[config.mk]
export PLATFORM = sky130hd
export DESIGN_NAME = packed_int8_dual_mac_array
export DESIGN_NICKNAME = d
export VERILOG_FILES = /design/src/rtl/pdm_pkg.sv /design/src/rtl/packed_int8_dual_mac_array.sv /design/src/rtl/pdm_lane.sv /design/src/rtl/pdm_drain.sv
export SDC_FILE = /design/constraint.sdc
export NUM_CORES = 2
export LEC_CHECK = 0
export BUFFER_PORTS_ARGS = -buffer_cell sky130_fd_sc_hd__clkbuf_2
export CAP_MARGIN = 20
export CELL_PAD_IN_SITES_DETAIL_PLACEMENT = 1
export CELL_PAD_IN_SITES_GLOBAL_PLACEMENT = 1
export CORE_ASPECT_RATIO = 2
export CORE_MARGIN = 2
export CORE_UTILIZATION = 49
export DETAILED_ROUTE_END_ITERATION = 16
export PLACE_DENSITY_LB_ADDON = 0.08
export SYNTH_ARGS = -nofsm -noshare
export SYNTH_HDL_FRONTEND = slang
export SYNTH_SLANG_ARGS = --single-unit
[constraint.sdc]
create_clock -name clk_i -period 38.4 [get_ports clk_i]
set_input_delay 0 -clock clk_i [delete_from_list [all_inputs] [get_ports clk_i]]
set_output_delay 0 -clock clk_i [all_outputs]
set_load 0.05 [all_outputs]
[src/rtl/pdm_pkg.sv]
package pdm_pkg;

  localparam int unsigned ACT_W  = 8;
  localparam int unsigned WGT_W  = 64;
  localparam int unsigned PAIR_W = 16;
  localparam int unsigned HALF_W = 16;
  localparam int unsigned OPND_W = 24;
  localparam int unsigned PROD_W = 32;
  localparam int unsigned SUM_W  = 32;
  localparam int unsigned LANE_W = 2;

  // Per-lane controls driven by the top level.
  typedef struct packed {
    logic load;   // capture a new product
    logic acc;    // fold the held product into the sums
    logic clear;  // the held product closes a dot product
  } pdm_ctrl_t;

endpackage

[src/rtl/packed_int8_dual_mac_array.sv]
// Packed int8 dual multiply-accumulate array.
// Input channel: in_valid_i / in_stall_o carry one activation, a word of LANES
// 16-bit weight pairs and a last flag. Each lane multiplies the activation by
// its packed pair once and accumulates both products into two 32-bit sums.
// Output channel: out_valid_o / out_stall_i carry one item per lane, lane 0
// first, after a last item; final_res_o marks the item of lane LANES-1.
// Lane 0 of a closing item is offered once the item has left the multiply
// stage and its sums are snapped into the output buffer; the other lanes follow
// one per cycle while out_stall_i is low. Throughput: one input item per cycle
// while in_stall_o is low. The output buffer holds one set of LANES sums, so a
// closing item waits in the multiply stage until the last lane of the buffer's
// previous set leaves. The output payload is held unchanged while out_stall_i
// is high, and new input items keep accumulating meanwhile until a closing item
// meets the full buffer. Reset clears all sums to zero and empties the output
// buffer.
module packed_int8_dual_mac_array #(
  parameter int unsigned LANES = 4
) (
  input  logic                                   clk_i,
  input  logic                                   rst_ni,
  input  logic                                   in_valid_i,
  output logic                                   in_stall_o,
  input  logic signed [pdm_pkg::ACT_W-1:0]       activation_i,
  input  logic        [pdm_pkg::WGT_W-1:0]       weights_i,
  input  logic                                   last_i,
  output logic                                   out_valid_o,
  input  logic                                   out_stall_i,
  output logic        [pdm_pkg::LANE_W-1:0]      lane_o,
  output logic signed [pdm_pkg::SUM_W-1:0]       sum_low_o,
  output logic signed [pdm_pkg::SUM_W-1:0]       sum_high_o,
  output logic                                   final_res_o
);

  logic                                 s1_valid_d, s1_valid_q;
  logic                                 s1_last_q;
  logic                                 free, blocked, in_accept, advance;
  pdm_pkg::pdm_ctrl_t                   ctrl;
  logic [LANES-1:0][pdm_pkg::SUM_W-1:0] new_low, new_high;

  assign blocked    = s1_valid_q && s1_last_q && !free;
  assign in_stall_o = blocked;
  assign in_accept  = in_valid_i && !blocked;
  assign advance    = s1_valid_q && !blocked;

  assign ctrl.load  = in_accept;
  assign ctrl.acc   = advance;
  assign ctrl.clear = s1_last_q;

  always_comb begin
    s1_valid_d = s1_valid_q;
    if (in_accept) begin
      s1_valid_d = 1'b1;
    end else if (advance) begin
      s1_valid_d = 1'b0;
    end
  end

  always_ff @(posedge clk_i or negedge rst_ni) begin
    if (!rst_ni) begin
      s1_valid_q <= 1'b0;
      s1_last_q  <= 1'b0;
    end else begin
      s1_valid_q <= s1_valid_d;
      if (in_accept) begin
        s1_last_q <= last_i;
      end
    end
  end

  for (genvar n = 0; n < LANES; n++) begin : g_lane
    pdm_lane u_lane (
      .clk_i      (clk_i),
      .rst_ni     (rst_ni),
      .ctrl_i     (ctrl),
      .act_i      (activation_i),
      .pair_i     (weights_i[n*pdm_pkg::PAIR_W +: pdm_pkg::PAIR_W]),
      .sum_low_o  (new_low[n]),
      .sum_high_o (new_high[n])
    );
  end

  pdm_drain #(
    .LANES (LANES)
  ) u_drain (
    .clk_i       (clk_i),
    .rst_ni      (rst_ni),
    .snap_i      (advance && s1_last_q),
    .low_i       (new_low),
    .high_i      (new_high),
    .free_o      (free),
    .out_valid_o (out_valid_o),
    .out_stall_i (out_stall_i),
    .lane_o      (lane_o),
    .sum_low_o   (sum_low_o),
    .sum_high_o  (sum_high_o),
    .final_res_o (final_res_o)
  );

endmodule

[src/rtl/pdm_lane.sv]
module pdm_lane (
  input  logic                                   clk_i,
  input  logic                                   rst_ni,
  input  pdm_pkg::pdm_ctrl_t                     ctrl_i,
  input  logic signed [pdm_pkg::ACT_W-1:0]       act_i,
  input  logic        [pdm_pkg::PAIR_W-1:0]      pair_i,
  output logic signed [pdm_pkg::SUM_W-1:0]       sum_low_o,
  output logic signed [pdm_pkg::SUM_W-1:0]       sum_high_o
);

  logic signed [pdm_pkg::OPND_W-1:0] opnd;
  logic signed [pdm_pkg::PROD_W-1:0] prod_d, prod_q;
  logic        [pdm_pkg::HALF_W-1:0] c0, c1;
  logic signed [pdm_pkg::SUM_W-1:0]  low_d, low_q, high_d, high_q;

  // High weight sits at bit 16, the unsigned low weight in the bottom byte.
  assign opnd   = $signed({pair_i[15:8], 8'h00, pair_i[7:0]});
  assign prod_d = pdm_pkg::PROD_W'(act_i) * pdm_pkg::PROD_W'(opnd);

  always_ff @(posedge clk_i) begin
    if (ctrl_i.load) begin
      prod_q <= prod_d;
    end
  end

  // The low product borrowed from the upper half when it was negative.
  assign c0 = prod_q[pdm_pkg::HALF_W-1:0];
  assign c1 = prod_q[pdm_pkg::PROD_W-1:pdm_pkg::HALF_W]
              + pdm_pkg::HALF_W'(c0[pdm_pkg::HALF_W-1]);

  assign low_d  = low_q  + {{(pdm_pkg::SUM_W-pdm_pkg::HALF_W){c0[pdm_pkg::HALF_W-1]}}, c0};
  assign high_d = high_q + {{(pdm_pkg::SUM_W-pdm_pkg::HALF_W){c1[pdm_pkg::HALF_W-1]}}, c1};

  always_ff @(posedge clk_i or negedge rst_ni) begin
    if (!rst_ni) begin
      low_q  <= '0;
      high_q <= '0;
    end else if (ctrl_i.acc) begin
      low_q  <= ctrl_i.clear ? '0 : low_d;
      high_q <= ctrl_i.clear ? '0 : high_d;
    end
  end

  assign sum_low_o  = low_d;
  assign sum_high_o = high_d;

endmodule

[src/rtl/pdm_drain.sv]
module pdm_drain #(
  parameter int unsigned LANES = 4
) (
  input  logic                                         clk_i,
  input  logic                                         rst_ni,
  input  logic                                         snap_i,
  input  logic [LANES-1:0][pdm_pkg::SUM_W-1:0]         low_i,
  input  logic [LANES-1:0][pdm_pkg::SUM_W-1:0]         high_i,
  output logic                                         free_o,
  output logic                                         out_valid_o,
  input  logic                                         out_stall_i,
  output logic [pdm_pkg::LANE_W-1:0]                   lane_o,
  output logic signed [pdm_pkg::SUM_W-1:0]             sum_low_o,
  output logic signed [pdm_pkg::SUM_W-1:0]             sum_high_o,
  output logic                                         final_res_o
);

  localparam int unsigned IdxW = (LANES > 1) ? $clog2(LANES) : 1;
  localparam logic [IdxW-1:0] LastIdx = IdxW'(LANES - 1);

  logic [LANES-1:0][pdm_pkg::SUM_W-1:0] low_q, high_q;
  logic                                 busy_q;
  logic [IdxW-1:0]                      idx_q;
  logic                                 advance, at_last;

  assign at_last = (idx_q == LastIdx);
  assign advance = busy_q && !out_stall_i;
  // A new set of sums may land while the final lane of the previous one leaves.
  assign free_o  = !busy_q || (advance && at_last);

  always_ff @(posedge clk_i) begin
    if (snap_i) begin
      low_q  <= low_i;
      high_q <= high_i;
    end
  end

  always_ff @(posedge clk_i or negedge rst_ni) begin
    if (!rst_ni) begin
      busy_q <= 1'b0;
      idx_q  <= '0;
    end else if (snap_i) begin
      busy_q <= 1'b1;
      idx_q  <= '0;
    end else if (advance) begin
      if (at_last) begin
        busy_q <= 1'b0;
      end else begin
        idx_q <= idx_q + 1'b1;
      end
    end
  end

  assign out_valid_o = busy_q;
  assign lane_o      = pdm_pkg::LANE_W'(idx_q);
  assign sum_low_o   = low_q[idx_q];
  assign sum_high_o  = high_q[idx_q];
  assign final_res_o = at_last;

endmodule

==> impl_results.md <==
- Main combinational cell family by area after synthesis: adder cells
- Max FO, Critical Path: 31
- Worst-Skew Late Latency: 0.67 ns
- Normalized max-slew margin: 21.7%
- Grt ovf: 0
- Metal1 wirelength: around 60000 um
- Xor-xnor portion of the synthesized cell area: between 6 and 7%
- Avg Cell Area, Syn: 10.5 sq um
- Comb pwr share: a little under two thirds
- Most used cell, CP: fa_1
- FFs w/ async S/R, synth: 40.5%
- Top Family by Delay on Critical Path: compound AO/OA/AOI/OAI gates
- Gr usage total: 27.5%
- Worst Skew: 0.0363 ns
- Fin Setup TNS: 0 ns
- DR iter-0 viols: 1650
- Die Span Y: 482 um
- Post-DP HPWL: 124000 um
- Slew Limit Fails: 0
- Final net count: 6477
- Internal power: 0.00291 W
- Post-cts repair resize count: 0
- Clk sinks: 645
- Total power: 0.00557 W
- Worst Setup Path Type: in2reg
- Startpoint types: input pin
- Core area: 114000 sq um
- Metal3 WL: 3820 um
- Router iterations before antenna repair: 5
- PwrDens: 91.8 nW/um^2
- Syn Nets: between 6k and 7k
- Number of global-route vias before repair: about 46k
- Crit path time final: 6.46 ns
- Mapped Cells: 5339
- Max Buffers Root-to-Sink: 3
- Die ar.: 117000 sq um
- Quantity of I/O buffers inserted on ports: 145
- Mapped Area: roughly 56000 sq um
- Switching Share: approximately 48%
- Initial core utilization: around 49%
- Clock share of power: approximately an eighth
- Pre-CTS setup slack: between 30 and 40 ns
- Synth Area in Compound Gates: 14.9%
- Status: finished, final reports clean
- Min-Delay Path Class: in2reg
- Maximum vdd drop: 0.0000811 V
- Area grow syn2layout: 8.34%
- Proportion of synthesized area in mux cells: 2.61%
- Number of I/O pins: roughly 150
- Adder-cell share of the synthesized area: 26.9%
- First-pass GRT wire length: 252000 um
- Average via count per standard cell: 5.85
- Worst slew pin tran: 1.16 ns
- Seq cells post-synth: 645
- Final wirelength: between 150000 and 200000 um
- Final setup violation count: 0
- Synth warn: 0
- Sequential Power Share: 24.2%
- CTS H-Tree Depth: 2
- RePlAce Congestion: 0.886
- Number of buffers created by CTS: 60
- Standard-cell rows: 175
- Clk slew on worst S/H paths: roughly 0.070 ns
- Hold Slack: 0.123 ns
- Clock root buffer: clkbuf_16
- Worst path required time: between 30 and 40 ns
- Final Hold Fails: 0
- Die W: 243 um
- Simple-gate portion of the synthesized area: between 10% and 20%
- Crit path cell chain: buf_2, inv_2, buf_4, fa_1, fa_1, inv_1, fa_1, inv_1, fa_1, inv_1, ha_1, o21a_1, a2111oi_0, nor3b_1, o21ai_0, a31oi_1, o21ai_0, o2bb2ai_1, o2111ai_1, a21oi_1, xnor2_1
- Net switching power: 0.00265 W
- Via Count: 40.9k
- CTS tree: yes
- Dominant synthesized flop cell: edfxtp_1
- DR WL met2: 87200 um
- Antenna-violating nets left: 0
- Largest net degree at the start of global routing: 114
- P_leak: around 28 nW
- Post-route worst setup slack: 31.94 ns
- Worst EP arrival: just under 7 ns
- Util after Layout: roughly 53%
- Fmax: roughly 150 MHz
- Share of layout cells above drive strength 1: 7.30%
- DR top layer: met5
- Residual DRC: 0
- Crit path buf inv count: 6
- Tcrit/Tclk final: 16.8%
- RSZ-0062 raised after global routing: no
- Initial antenna violation count: 5
- Synth cell types: 87
- Post-synth EDFFs: 384
- Seq/Total Area, Yosys: between 30% and 40%
- Post-DR wirelength/cell: 22.8 um
- CP max stage cell: a2111oi_0
- Crit-path max cell delay: approximately 0.83 ns
- FILL cells: 12.4k
- CP endpoint kind: flip-flop
- Max cap viols: 0
-- cell families (layout without fill, tap and decap cells) --
logic type	count (synthesis)	after routing
and+or+nand+nor	1297	1297
AOI/OAI and AO/OA	1202	1202
buffers and inverters	749	891
muxes	66	66
DFF	645	645
adders and majority gates	969	969
other	0	1
xor gates and xnor gates	411	411
-- cell type report --
| class | instances | area [sq um] | share of cell area, % |
|---|---|---|---|
| Timing Repair Buffer | 196 | 1210 | 1.99 |
| Antenna cell | 1 | 2.50 | 0.00412 |
| Tap cell | 1504 | 1880 | 3.10 |
| Clock buffer | 71 | 1620 | 2.66 |
| Multi-Input combinational cell | 3945 | 35200 | 58.0 |
| Inverter | 583 | 2190 | 3.61 |
| Sequential cell | 645 | 18100 | 29.8 |
| Clock inverter | 41 | 538 | 0.887 |
-- per-layer routing --
metal | up-vias | GRT usage, %
met5 | - | 0
met4 | 4 | 13.4
met3 | 335 | 2.15
met2 | 655 | 53.8
met1 | 21000 | 29.3
li1 | 18900 | -
-- stage by stage --
step	instance area (sq um)	cells
final	60700	6986
after detailed placement	58300	6857
after CTS	60600	6984
after global routing	60700	6986
after global placement	58300	6857
after floorplan	56000	5339
-- cells in the mapped netlist, types with 195 or more instances --
cell | number | area share, %
inv_1 | 583 | 3.9
ha_1 | 581 | 13
fa_1 | 388 | 14
edfxtp_1 | 384 | 21
and2_1 | 342 | 3.8
nand2_1 | 323 | 2.2
a21oi_1 | 289 | 2.6
xnor2_1 | 285 | 4.5
dfrtp_1 | 261 | 12
nor2_1 | 226 | 1.5
a22o_1 | 224 | 3.5
a21o_1 | 195 | 2.6
-- flip-flops by register name (all words and copies together) (netlist names) --
signal	count
s1_valid_q	1
u_drain.lane_o	2
g_lane.u_lane.high_q	128
u_drain.out_valid_o	1
g_lane.u_lane.low_q	128
g_lane.u_lane.prod_q	128
s1_last_q	1
u_drain.high_q	128
u_drain.low_q	128
-- power groups by stage --
stage / Clock [W] / Combinational, W / Sequential [W]
global route: 0.000702 / 0.00392 / 0.00137
global placement: 0 / 0.00345 / 0.00135
finish: 0.000668 / 0.00355 / 0.00135
detailed placement: 0 / 0.00355 / 0.00136
floorplan: 0 / 0.00262 / 0.00129
CTS: 0.000682 / 0.00358 / 0.00135
-- cell usage in the layout (no fill, tap or decap), types with 40 or more instances in the layout --
| cell | instances |
|---|---|
| inv_1 | 582 |
| ha_1 | 581 |
| fa_1 | 388 |
| edfxtp_1 | 384 |
| and2_1 | 341 |
| nand2_1 | 322 |
| a21oi_1 | 289 |
| xnor2_1 | 283 |
| dfrtp_1 | 259 |
| nor2_1 | 224 |
| a22o_1 | 224 |
| a21o_1 | 195 |
| o21ai_0 | 167 |
| clkbuf_2 | 143 |
| xor2_1 | 126 |
| nand3_1 | 87 |
| nand2b_1 | 68 |
| mux4_2 | 64 |
| clkbuf_16 | 62 |
| and3_1 | 47 |
| o21bai_1 | 42 |
| nor2b_1 | 40 |
| a211oi_1 | 40 |
-- worst paths after layout --
path / from / endpoint / slack (ns) / cells past startpoint
worst min register to register: g_lane[1].u_lane.high_q[0]$_DFFE_PN0P_ / g_lane[1].u_lane.high_q[0]$_DFFE_PN0P_ / 0.48 / 2
worst min-delay path: last_i / s1_last_q$_DFFE_PN0P_ / 0.12 / 3
max in group asynchronous: rst_ni / g_lane[3].u_lane.high_q[11]$_DFFE_PN0P_ / 36.01 / 5
min in group asynchronous: rst_ni / g_lane[1].u_lane.low_q[5]$_DFFE_PN0P_ / 0.41 / 3
worst max-delay path: activation_i[7] / g_lane[3].u_lane.prod_q[31]$_DFFE_PP_ / 31.94 / 21
worst max register to register: g_lane[3].u_lane.prod_q[15]$_DFFE_PP_ / g_lane[3].u_lane.high_q[31]$_DFFE_PN0P_ / 32.31 / 19
-- worst reg2reg max path: cells and delay by family (launching register included) --
| family | cells | cell delay (ns) |
|---|---|---|
| flops | 1 | 0.94 |
| buf+inv | 1 | 0.32 |
| fa+ha+maj | 2 | 0.85 |
| simple gates | 7 | 1.40 |
| xor+xnor | 2 | 0.35 |
| compound gates | 7 | 2.18 |
-- what timing repair did --
action                    4_1_cts  5_1_grt
buffers inserted                0        0
hold buffers                   15        0
hold endpoints to repair      107        0
Note: power is estimated with default switching activity, not from simulation.
